$ cat src/rtl/sorted_deadline_timer_queue_defines.svh
// Assertion macros shared by the timer queue RTL.
// Included by every module that carries concurrent assertions; needs nothing else.
`ifndef SORTED_DEADLINE_TIMER_QUEUE_DEFINES_SVH
`define SORTED_DEADLINE_TIMER_QUEUE_DEFINES_SVH
`ifndef SYNTHESIS
`define TDQ_ASSERT(lbl, clk, rst_n, prop) \
	lbl: assert property (@(posedge clk) disable iff (!rst_n) prop) \
		else $error("timer queue assertion failed");
`define TDQ_ASSERT_NEVER(lbl, clk, rst_n, expr) \
	lbl: assert property (@(posedge clk) disable iff (!rst_n) !(expr)) \
		else $error("timer queue invariant violated");
`else
`define TDQ_ASSERT(lbl, clk, rst_n, prop)
`define TDQ_ASSERT_NEVER(lbl, clk, rst_n, expr)
`endif
`endif

$ cat src/rtl/tdq_pkg.sv
// Shared constants, codes and controller/datapath interface types of the timer queue.
// Used by tdq_ctrl, tdq_dp and sorted_deadline_timer_queue; depends on nothing.
`default_nettype none
package tdq_pkg;

	localparam int SLOTS     = 64;
	localparam int TIME_BITS = 32;
	localparam int SLOT_ID_W = 6;
	localparam int CELL_W    = (SLOTS > 1) ? $clog2(SLOTS) : 1;
	localparam int CNT_W     = $clog2(SLOTS + 1);
	localparam int LVL       = (SLOTS > 1) ? $clog2(SLOTS) : 1;

	typedef enum logic [1:0] {
		ACT_ADD    = 2'd0,
		ACT_ADJUST = 2'd1,
		ACT_DELETE = 2'd2,
		ACT_TICK   = 2'd3
	} action_t;

	typedef enum logic [1:0] {
		ST_OK        = 2'd0,
		ST_ARMED     = 2'd1,
		ST_NOT_ARMED = 2'd2
	} status_t;

	typedef enum logic [1:0] {
		OP_IDLE,
		OP_REMOVE,
		OP_POP,
		OP_INSERT
	} dp_op_t;

	typedef struct packed {
		dp_op_t                 op;
		logic                   clr_armed;
		logic [SLOT_ID_W-1:0]   slot_id;
		logic [TIME_BITS-1:0]   expire_time;
		logic [TIME_BITS-1:0]   now_time;
	} dp_cmd_t;

	typedef struct packed {
		logic                   armed;
		logic                   head_exp;
		logic                   next_exp;
		logic [SLOT_ID_W-1:0]   head_id;
	} dp_stat_t;

endpackage
`default_nettype wire

$ cat src/rtl/tdq_ctrl.sv
// Controller of the timer queue: sequences each request and owns the result register.
// Uses tdq_pkg for codes and the command/status structs; drives tdq_dp.
`default_nettype none
`include "sorted_deadline_timer_queue_defines.svh"
module tdq_ctrl (
	input  wire logic                              clk,
	input  wire logic                              arst_n,
	input  wire logic                              in_valid,
	output logic                                   in_ready,
	input  wire tdq_pkg::action_t                  action,
	input  wire logic [tdq_pkg::SLOT_ID_W-1:0]     slot_id,
	input  wire logic [31:0]                       expire_time,
	input  wire logic [31:0]                       now_time,
	output logic                                   out_valid,
	input  wire logic                              out_ready,
	output logic [tdq_pkg::SLOT_ID_W-1:0]          expired_id,
	output logic                                   expired_valid,
	output tdq_pkg::status_t                       status,
	output logic                                   last,
	output tdq_pkg::dp_cmd_t                       cmd,
	input  wire tdq_pkg::dp_stat_t                 stat
);

	localparam int TB  = tdq_pkg::TIME_BITS;
	localparam int IDW = tdq_pkg::SLOT_ID_W;

	typedef enum logic [2:0] {
		S_IDLE,
		S_CHECK,
		S_REMOVE,
		S_PLACE,
		S_INSERT,
		S_TICK,
		S_RESULT
	} state_t;

	state_t             state_q;
	tdq_pkg::action_t   act_q;
	logic [IDW-1:0]     id_q;
	logic [TB-1:0]      exp_q;
	logic [TB-1:0]      now_q;
	tdq_pkg::status_t   res_q;
	logic               out_valid_q;
	logic [IDW-1:0]     expired_id_q;
	logic               expired_valid_q;
	tdq_pkg::status_t   status_q;
	logic               last_q;
	logic               out_free;
	logic               out_load;
	logic               id_oob;

	assign out_free = !out_valid_q || out_ready;
	assign out_load = out_free && (state_q == S_RESULT || state_q == S_TICK);
	assign id_oob   = ({1'b0, id_q} >= (IDW+1)'(tdq_pkg::SLOTS));
	assign in_ready = (state_q == S_IDLE);

	always_comb begin
		cmd.op          = tdq_pkg::OP_IDLE;
		cmd.clr_armed   = (act_q == tdq_pkg::ACT_DELETE);
		cmd.slot_id     = id_q;
		cmd.expire_time = exp_q;
		cmd.now_time    = now_q;
		unique case (state_q)
			S_REMOVE: cmd.op = tdq_pkg::OP_REMOVE;
			S_INSERT: cmd.op = tdq_pkg::OP_INSERT;
			S_TICK: begin
				if (out_free && stat.head_exp) begin
					cmd.op = tdq_pkg::OP_POP;
				end
			end
			S_IDLE, S_CHECK, S_PLACE, S_RESULT: begin
			end
		endcase
	end

	always_ff @(posedge clk or negedge arst_n) begin
		if (!arst_n) begin
			state_q         <= S_IDLE;
			act_q           <= tdq_pkg::ACT_ADD;
			id_q            <= '0;
			exp_q           <= '0;
			now_q           <= '0;
			res_q           <= tdq_pkg::ST_OK;
			out_valid_q     <= 1'b0;
			expired_id_q    <= '0;
			expired_valid_q <= 1'b0;
			status_q        <= tdq_pkg::ST_OK;
			last_q          <= 1'b0;
		end else begin
			if (out_load) begin
				out_valid_q <= 1'b1;
			end else if (out_ready) begin
				out_valid_q <= 1'b0;
			end
			unique case (state_q)
				S_IDLE: begin
					if (in_valid) begin
						act_q   <= action;
						id_q    <= slot_id;
						exp_q   <= TB'(expire_time);
						now_q   <= TB'(now_time);
						res_q   <= tdq_pkg::ST_OK;
						state_q <= (action == tdq_pkg::ACT_TICK) ? S_TICK : S_CHECK;
					end
				end
				S_CHECK: begin
					priority if (id_oob) begin
						res_q   <= tdq_pkg::ST_NOT_ARMED;
						state_q <= S_RESULT;
					end else if (act_q == tdq_pkg::ACT_ADD && stat.armed) begin
						res_q   <= tdq_pkg::ST_ARMED;
						state_q <= S_RESULT;
					end else if (act_q == tdq_pkg::ACT_ADD) begin
						state_q <= S_INSERT;
					end else if (!stat.armed) begin
						res_q   <= tdq_pkg::ST_NOT_ARMED;
						state_q <= S_RESULT;
					end else begin
						state_q <= S_REMOVE;
					end
				end
				S_REMOVE: begin
					state_q <= (act_q == tdq_pkg::ACT_DELETE) ? S_RESULT : S_PLACE;
				end
				S_PLACE: begin
					state_q <= S_INSERT;
				end
				S_INSERT: begin
					state_q <= S_RESULT;
				end
				S_RESULT: begin
					if (out_free) begin
						expired_id_q    <= '0;
						expired_valid_q <= 1'b0;
						status_q        <= res_q;
						last_q          <= 1'b1;
						state_q         <= S_IDLE;
					end
				end
				S_TICK: begin
					if (out_free) begin
						status_q    <= tdq_pkg::ST_OK;
						if (stat.head_exp) begin
							// The head is popped this cycle; the next cell decides the end.
							expired_id_q    <= stat.head_id;
							expired_valid_q <= 1'b1;
							last_q          <= !stat.next_exp;
							if (!stat.next_exp) begin
								state_q <= S_IDLE;
							end
						end else begin
							expired_id_q    <= '0;
							expired_valid_q <= 1'b0;
							last_q          <= 1'b1;
							state_q         <= S_IDLE;
						end
					end
				end
			endcase
		end
	end

	assign out_valid     = out_valid_q;
	assign expired_id    = expired_id_q;
	assign expired_valid = expired_valid_q;
	assign status        = status_q;
	assign last          = last_q;

	`TDQ_ASSERT(a_plain_result_last, clk, arst_n, out_valid_q && !expired_valid_q |-> last_q)
	`TDQ_ASSERT_NEVER(a_no_double_arm, clk, arst_n, cmd.op == tdq_pkg::OP_INSERT && act_q == tdq_pkg::ACT_ADD && stat.armed)
	`TDQ_ASSERT(a_pop_only_in_tick, clk, arst_n, cmd.op == tdq_pkg::OP_POP |-> act_q == tdq_pkg::ACT_TICK)

endmodule
`default_nettype wire

$ cat config.mk
export PLATFORM = sky130hd
export DESIGN_NAME = tdq_ctrl
export DESIGN_NICKNAME = d
export VERILOG_FILES = /design/src/rtl/tdq_pkg.sv /design/src/rtl/tdq_ctrl.sv
export VERILOG_INCLUDE_DIRS = /design/src /design/src/rtl
export SDC_FILE = /design/constraint.sdc
export NUM_CORES = 1
export LEC_CHECK = 0
export ABC_CLOCK_PERIOD_IN_PS = 2900
export BUFFER_PORTS_ARGS = -buffer_cell sky130_fd_sc_hd__buf_2
export CORE_AREA = 4 4 100 83
export CTS_BUF_LIST = sky130_fd_sc_hd__clkbuf_8 sky130_fd_sc_hd__clkbuf_16
export DETAILED_ROUTE_END_ITERATION = 12
export DIE_AREA = 0 0 104 87
export PLACE_DENSITY_LB_ADDON = 0.15
export SETUP_SLACK_MARGIN = 0.05
export SYNTH_ARGS = -nofsm -noshare
export SYNTH_HDL_FRONTEND = slang
export SYNTH_SLANG_ARGS = --single-unit
$ cat constraint.sdc
create_clock -name clk -period 2.9 [get_ports clk]
set_input_delay 0.145 -clock clk [delete_from_list [all_inputs] [get_ports clk]]
set_output_delay 0.145 -clock clk [all_outputs]
set_load 0.01 [all_outputs]
Word-level counts from Yosys, hierarchy flattened

Cells that the tools add are included.

Flip-flop bits (word level): 88
Output and inout bits: 85
Logic and storage cells: 76

Multiplexer cells: 35
Reduce and logical (&&, ||, !) cells: 16
Equal/unequal tests: 14

Operators by type and width:

| kind                                                             | count |
|---|---|
| 3-bit two-way mux                                                | 10 |
| 3-bit one-hot mux with 7 select lines                            | 1 |
| 6-bit two-way mux                                                | 3 |
| 2-bit two-way mux                                                | 7 |
| 6-bit one-hot mux with 2 select lines                            | 1 |
| 3-bit == test (second input constant)                            | 3 |
| 3-bit inequality test (second input constant)                    | 3 |
| 1-bit two-way mux                                                | 8 |
| 2-bit one-hot mux with 2 select lines                            | 2 |
| 4-bit AND reduction                                              | 2 |
| 3-bit by 2-bit == test with 1-bit output (second input constant) | 2 |
| 2-bit inequality test (second input constant)                    | 3 |
| 2-bit one-hot mux with 3 select lines                            | 1 |
| 2-bit nonzero test                                               | 3 |
| 2-bit == test (second input constant)                            | 2 |
| 1-bit one-hot mux with 2 select lines                            | 2 |
| 3-bit by 1-bit == test with 1-bit output (second input constant) | 1 |
| 1-bit logical AND                                                | 3 |
| 3-bit zero test                                                  | 1 |
| 3-bit AND reduction                                              | 1 |
| 1-bit zero test                                                  | 2 |
| 2-bit zero test                                                  | 1 |
| 1-bit logical OR                                                 | 2 |
| 2-bit AND reduction                                              | 1 |

Logic depth before layout (Yosys ltp)

Gate-level depths: netlist of run 1.

Word-level depth: 5
Depth in mapped cells: 7
Depth with buffers taken out: 4

Least setup slack after synthesis of run 1

No wires, ideal clock.

Path type: register -> register
Start point: reg state_q[1]
End point: reg act_q[0]
Buffers on the path: 3
Setup time: 0.116 ns
Cell stages (with the launch flop): 8
Setup slack: 1.419 ns
Arrival time: 1.365 ns
Clock period less this slack: 1.481 ns
Path through: dfrtp_1 buf_2 nor3_2 nand2_1 buf_2 buf_2 nand2_1 nand2_1

Word-level cells in the longest chain between the ends: 2

RTL lines:

| what                                 | line            | RTL |
|---|---|---|
| from (decl)                          | tdq_ctrl.sv:37  | `state_t state_q;` |
| from (signal assigned)               | tdq_ctrl.sv:103 | `state_q <= (action == tdq_pkg::ACT_TICK) ? S_TICK : S_CHECK;` |
| from (signal assigned)               | tdq_ctrl.sv:123 | `state_q <= (act_q == tdq_pkg::ACT_DELETE) ? S_RESULT : S_PLACE;` |
| 3-bit zero test                      | -               |  |
| net in_ready                         | tdq_ctrl.sv:9   | `output logic in_ready,` |
| 2-bit AND reduction (no source line) | -               |  |
| to (signal assigned)                 | tdq_ctrl.sv:79  | `act_q <= tdq_pkg::ACT_ADD;` |
| to (signal assigned)                 | tdq_ctrl.sv:98  | `act_q <= action;` |
| to (decl)                            | tdq_ctrl.sv:38  | `tdq_pkg::action_t act_q;` |

The timed path passes the listed nets, and every way through them passes these cells.
A chain may end at the register's enable or synchronous reset.

Worst setup path in the final report of run 1

Start point: reg state_q[1]
End point: reg res_q[0]

Word-level cells in the longest chain between the ends: 3
Elaborated cells between the ends (all ways): 8
Classes of those cells: eq/ne: 4; mux: 1; reduce/logical: 3

RTL lines:

| what                                                                               | line            | RTL |
|---|---|---|
| 3-bit by 1-bit == test with 1-bit output / 3-bit zero test (equally long branches) | tdq_ctrl.sv:95  | `unique case (state_q)` |
| 3-bit inequality test (no source line), or another cell as far along               | -               |  |
| 4-bit AND reduction (no source line)                                               | -               |  |
| to (signal assigned)                                                               | tdq_ctrl.sv:102 | `res_q <= tdq_pkg::ST_OK;` |
| to (signal assigned)                                                               | tdq_ctrl.sv:108 | `res_q <= tdq_pkg::ST_NOT_ARMED;` |
| to (signal assigned)                                                               | tdq_ctrl.sv:111 | `res_q <= tdq_pkg::ST_ARMED;` |
| to (decl)                                                                          | tdq_ctrl.sv:42  | `tdq_pkg::status_t res_q;` |

Several ways; a longest one is shown, not always the timed one.

==> results.ini, run 1 <==
[worst_setup_path]
crit_slowest_cell=dfrtp_1
start_kind=flip-flop
cp_cell_sequence=nor3_2, nand2_2, buf_4, a31oi_1, nor2_1
crit_fanout=24
cp_top_family=simple AND/OR/NAND/NOR gates
endpoint_kind=flip-flop
cp.arrival_ns=2.11
crit_required_ns=3.14
path_buf_inv=1
timing_worst_setup_path_type=reg2reg
critical-path-max-stage-delay_ns=0.57

[synthesis]
ys_seq_elements=88
ys_top_cells_by_area=dfrtp_1 63%, nand2_1 24%, buf_4 1.7%
synth.avg_cell_area_um2=9.054
synth_top_area_cell=dfrtp_1
yosysMostFrequentCell=nand2_1
synth_top_area_frac=0.6252
ys_warn_count=0
synth_flop_cell=dfrtp_1
syn-num-nets=474
synth_cells=389
synth_area_um2=3522
synth_common_cells=223 x nand2_1, 88 x dfrtp_1, 9 x buf_2
async_flop_share=1.000
synth-edff-count=0
ys_seq_area_frac=0.6252
synth_cell_types=34

[cells_and_area]
drive_above_1_share=0.3089
nets=708
antenna_cells=0
area_growth_pct=51.40

[pwr]
power.share.combinational=0.408
seq_power_share=0.427
leakagePower_nw=3.013
p_clk_frac=0.165
irDropWorstVdd_mv=0.4768
p_per_area_nw_per_um2=944.6
swShare=0.3931
p_int_mw=3.057
power.switching_mw=1.980

[die]
ios=170
start_util=0.4833
fp.dieArea_um2=9048
die_h_um=87
core-area_um2=7287
die_x_um=104
placementRows=28

[placement]
dpl.hpwl_um=6293
place_ws_ns=1.054
port-buffer-count=169
place_congestion=0.8319

[clock_network]
cts_setup_buffers=0
clkSlewWorstSetupHoldPaths_ns=0.09
cts_hold_buf=71
numCtsBuffers=9
cts-resized-gates=0
cts.sinks=88
cts_max_level=3
cts_tree=yes
clk_latency_ns=0.35
clock_path_buffers=2
clockRootBuffer=clkbuf_8

[timing]
maxSlewHeadroom=0.6285
worstMarginPinSlew_ns=0.5572
timing.setup.tns_ns=0
fin_crit_sh=0.6458
fin_crit_ns=1.873
max_freq_ghz=0.5340
hold_viol_final=0
drv_slew=0
fin_ws_ns=1.027
finalSetupViolations=0
rsz0062_at_grt=no
fin_skew_ns=0.009107

[grt]
grt_pass1_vias=3535
grt_start_max_net_pins=47
antenna_found_initial=0
grt_usage=0.2288
overflow=0
grt_first_pass_wirelength_um=16860

[drt]
drt_iter0_markers=87
wire_per_inst_um=13.95
first_pass_iters=4
wl_um=10020
num_vias=3438
drtAntennaViolNets=0
drc=0
vias_per_cell=4.788

[flow_run]
cap_violations=0

[outcome]
status=completed

[worst_hold_path]
hold_class=in2reg

cell type report:
| type | instances | area, µm² |
|---|---|---|
| Timing Repair Buffer | 245 | 1622 |
| Clock inverter | 7 | 72.57 |
| Inverter | 2 | 7.507 |
| Fill cell | 533 | 1954 |
| Multi-Input combinational cell | 277 | 1192 |
| Sequential cell | 88 | 2202 |
| Tap cell | 90 | 112.6 |
| Clock buffer | 9 | 123.9 |
kinds of logic after synthesis:
logic type      synth area share
simple gates              0.2774
buf+inv                  0.03730
compound gates           0.05257
flops                     0.6252
xor+xnor                0.007461
tightest hold or removal path, delay by kind of cell:
| kind | cells | cell delay [ns] |
|---|---|---|
| simple gates | 2 | 0.09 |
| buf+inv | 1 | 0.09 |
power groups by stage:
| stage | clock [mW] | combinational, mW | sequential, mW |
|---|---|---|---|
| finish | 0.831 | 2.06 | 2.15 |
| global route | 0.909 | 2.31 | 2.23 |
| CTS | 0.866 | 2.06 | 2.14 |
| floorplan | 0 | 0.965 | 2.33 |
| global placement | 0 | 1.94 | 2.14 |
| detailed placement | 0 | 1.99 | 2.16 |
per-stage QoR:
stage	hold slack, ns	util	cell area [µm²]	cells	power [mW]
2_1_floorplan	-0.1506	-	3522	389	3.297
3_3_place_gp	0.1659	0.6073	4425	631	4.075
3_5_place_dp	0.1774	0.6073	4425	631	4.147
4_1_cts	0.001791	0.7318	5333	718	5.072
5_1_grt	0.01566	0.7318	5333	718	5.448
6_report	0.007856	0.7318	5333	718	5.037
worst paths after layout:
path | startpoint | slack (ns) | endpoint | cells after the start
worst min register to register | now_q[8]$_DFFE_PN0P_ | 0.48 | now_q[8]$_DFFE_PN0P_ | 2
min in group asynchronous | arst_n | 0.33 | expired_valid$_DFFE_PN0P_ | 2
worst max register to register | state_q[1]$_DFFE_PN0P_ | 1.03 | res_q[0]$_DFFE_PN0P_ | 5
worst min-delay path | now_time[4] | 0.008 | now_q[4]$_DFFE_PN0P_ | 3
max in group asynchronous | arst_n | 1.93 | id_q[4]$_DFFE_PN0P_ | 3
worst max-delay path | state_q[1]$_DFFE_PN0P_ | 1.03 | res_q[0]$_DFFE_PN0P_ | 5
layout by cell type, fill, tap and decap left out, types with 2 or more instances in the layout:
master	n
nand3_1	2
a21o_1	2
a22o_1	6
nor3_1	2
buf_2	168
xnor2_1	2
dfrtp_1	88
o21ai_1	3
a21oi_1	5
and3_1	2
nor2_1	5
buf_4	4
a31oi_1	2
o21ai_0	3
nand2_1	222
buf_12	2
dlygate4sd3_1	71
inv_1	2
clkbuf_8	9
o31ai_1	2
o22ai_1	2
nand2b_1	4
clkinvlp_4	4
per-layer routing:
layer / part of all wire / wire (µm) / up-vias / GRT usage
met5: 0 / 0 / - / 0
met4: 0.013 / 128 / 0 / 0.05676
met3: 0.078 / 784 / 10 / 0.07784
met2: 0.50 / 4999 / 151 / 0.4029
met1: 0.41 / 4103 / 1597 / 0.2740
li1: - / - / 1680 / -
state kept, by name, summed over array words and instances, names as in the netlist:
signal and count:
last 1, expired_valid 1, out_valid 1, res_q 2, state_q 3, expired_id 6
act_q 2, now_q 32, exp_q 32, id_q 6, status 2
No activity file was read; power rests on OpenSTA's default activity.
==> run 2, diff against run 1 <==
--- a/config.mk
+++ b/config.mk
@@ -6,12 +6,12 @@
 export SDC_FILE = /design/constraint.sdc
 export NUM_CORES = 1
 export LEC_CHECK = 0
-export ABC_CLOCK_PERIOD_IN_PS = 2900
+export ABC_CLOCK_PERIOD_IN_PS = 1800
 export BUFFER_PORTS_ARGS = -buffer_cell sky130_fd_sc_hd__buf_2
-export CORE_AREA = 4 4 100 83
+export CORE_AREA = 4 4 103 86
 export CTS_BUF_LIST = sky130_fd_sc_hd__clkbuf_8 sky130_fd_sc_hd__clkbuf_16
 export DETAILED_ROUTE_END_ITERATION = 12
-export DIE_AREA = 0 0 104 87
+export DIE_AREA = 0 0 107 90
 export PLACE_DENSITY_LB_ADDON = 0.15
 export SETUP_SLACK_MARGIN = 0.05
 export SYNTH_ARGS = -nofsm -noshare
==> constraint.sdc (replaced) <==
create_clock -name clk -period 1.8 [get_ports clk]
set_input_delay 0.09 -clock clk [delete_from_list [all_inputs] [get_ports clk]]
set_output_delay 0.09 -clock clk [all_outputs]
set_load 0.01 [all_outputs]
==> run 2 against run 1 <==
Effect of this change:
- via count is 0.44% higher
- sequential share of layout area is 1.8 points lower
- die area is 6.4% higher
- flip-flop and latch count stayed put
- critical endpoint is now expired_id[1]$_DFFE_PN0P_
- clock power is 110% higher
- sequential power is 60% higher
- global-route usage is 0.89 points lower
- total power is 72% higher
- fmax is 15% higher
==> results.ini, run 2 (synthesized netlist as in run 1, its figures left out) <==
[worst_setup_path]
cp-endpoint=expired_id[1]$_DFFE_PN0P_
r2r_start=state_q[2]$_DFFE_PN0P_
crit_fanout=13  ; -46%
ff2ff_path_depth=4  ; -1
endpoint_kind=flip-flop
r2r_setup_slack_ns=0.18  ; -0.85 ns
critical_path.startpoint=state_q[2]$_DFFE_PN0P_
cp.arrival_ns=1.90  ; -0.21 ns
r2r_end=expired_id[1]$_DFFE_PN0P_
start_kind=flip-flop
crit_required_ns=2.08  ; -1.06 ns
timing_worst_setup_path_type=reg2reg

[placement]
place_ws_ns=0.1565  ; -0.8975 ns
place_congestion=0.7866  ; -5.4%
port-buffer-count=169  ; unchanged
dpl.hpwl_um=6208  ; -1.4%

[timing]
hold_viol_final=0  ; unchanged
worstMarginPinSlew_ns=0.4342  ; -0.1230 ns
fin_crit_ns=1.625  ; -0.2481 ns
maxSlewHeadroom=0.7105  ; +0.08199
drv_slew=0  ; unchanged
fin_crit_sh=0.9026  ; +0.2568
finalSetupViolations=0  ; unchanged
fin_ws_ns=0.1753  ; -0.8519 ns
max_freq_ghz=0.6155  ; +15%
fin_skew_ns=0.01215  ; +0.003046 ns
timing.setup.tns_ns=0  ; unchanged
rsz0062_at_grt=no

[cells_and_area]
drive_above_1_share=0.3099  ; +0.0009420
nets=720  ; +1.7%
reg.largest.list=exp_q x32, now_q x32
area_growth_pct=58.40
antenna_cells=0  ; unchanged
layout_common_cells=222 x nand2_1, 168 x buf_2, 88 x dfrtp_1
fillers=582  ; +9.2%
final_common_cell=nand2_1

[die]
fp.dieArea_um2=9630  ; +6.4%
placementRows=29  ; +3.6%
ios=170  ; unchanged
core-area_um2=7765  ; +6.6%
start_util=0.4536  ; -0.02975
die_x_um=107  ; +2.9%
die_h_um=90  ; +3.4%

[drt]
num_vias=3453  ; +0.44%
vias_per_cell=4.622  ; -3.5%
drtAntennaViolNets=0  ; unchanged
wl_um=10300  ; +2.8%
wire_per_inst_um=13.79  ; -1.2%
drc=0  ; unchanged
drt_iter0_markers=156  ; +79%
first_pass_iters=4  ; unchanged

[clock_network]
cts.sinks=88  ; unchanged
clockRootBuffer=clkbuf_8
cts_max_level=3  ; unchanged
clkSlewWorstSetupHoldPaths_ns=0.09  ; about the same
clock_path_buffers=2  ; unchanged
numCtsBuffers=9  ; unchanged
cts_tree=yes
clk_latency_ns=0.34  ; about the same

[pwr]
leakagePower_nw=3.126  ; +3.7%
irDropWorstVdd_mv=0.8176  ; +71%
p_per_area_nw_per_um2=1556  ; +65%

[grt]
grt_pass1_vias=3496  ; -1.1%
grt_start_max_net_pins=43  ; -8.5%
overflow=0  ; unchanged
antenna_found_initial=0  ; unchanged
grt_first_pass_wirelength_um=17140  ; +1.7%
grt_usage=0.2200  ; -0.008876

[worst_hold_path]
hold_class=in2reg

[outcome]
status=completed

[flow_run]
cap_violations=0  ; unchanged

run 2: worst max-delay path, stage by stage, from the launching register on:
cell and delay, ns:
dfrtp_1 0.62, inv_2 0.12, nor3b_2 0.28, and3_1 0.35, a22o_1 0.19
run 2: area by class of cell:
| type | instances | area, µm² | area share |
|---|---|---|---|
| Multi-Input combinational cell | 277 | 1199 | 0.2148 |
| Timing Repair Buffer | 257 | 1769 | 0.3171 |
| Clock buffer | 10 | 137.6 | 0.02467 |
| Tap cell | 108 | 135.1 | 0.02422 |
| Inverter | 2 | 7.507 | 0.001346 |
| Sequential cell | 88 | 2202 | 0.3947 |
| Clock inverter | 5 | 128.9 | 0.02310 |
run 2: routing by layer:
metal / track usage / vias to the layer above / share of wire
li1: - / 1704 / -
met1: 0.2888 / 1590 / 0.43
met3: 0.05229 / 19 / 0.071
met2: 0.3580 / 140 / 0.47
met5: 0 / - / 0
met4: 0.07561 / 0 / 0.021
run 2: where the power goes:
group	internal (mW)	switching, mW	total (mW)
Clock	1.10	0.670	1.77
Sequential	2.87	0.581	3.45
Combinational	1.53	1.94	3.47
Total	5.50	3.19	8.68
run 2: worst min path at each step:
stage	start	endpoint	slack (ns)	cells after the start
floorplan	arst_n	act_q[0]$_DFFE_PN0P_	-0.21	0
global placement	arst_n	expired_id[2]$_DFFE_PN0P_	0.05	1
detailed placement	arst_n	expired_id[2]$_DFFE_PN0P_	0.06	1
CTS	stat[8]	state_q[1]$_DFFE_PN0P_	0.05	3
global route	stat[8]	state_q[1]$_DFFE_PN0P_	0.1	3
finish	stat[8]	state_q[1]$_DFFE_PN0P_	0.08	3
run 2: timing repair:
action | CTS | global route
endpoints found under the hold margin | 108 | 0
setup endpoints to repair | 0 | 21
resized for setup | 0 | 1
hold buffers | 79 | 0
buffers inserted | 0 | 2
run 2: per-stage QoR:
stage	hold slack, ns	area (µm²)	std cells	utilization	total power, mW
2_1_floorplan	-0.2056	3522	389	-	5.312
3_3_place_gp	0.05205	4501	651	0.5796	6.656
3_5_place_dp	0.05878	4501	651	0.5796	6.742
4_1_cts	0.05132	5558	745	0.7158	8.668
5_1_grt	0.09819	5579	747	0.7185	9.358
6_report	0.08128	5579	747	0.7185	8.683
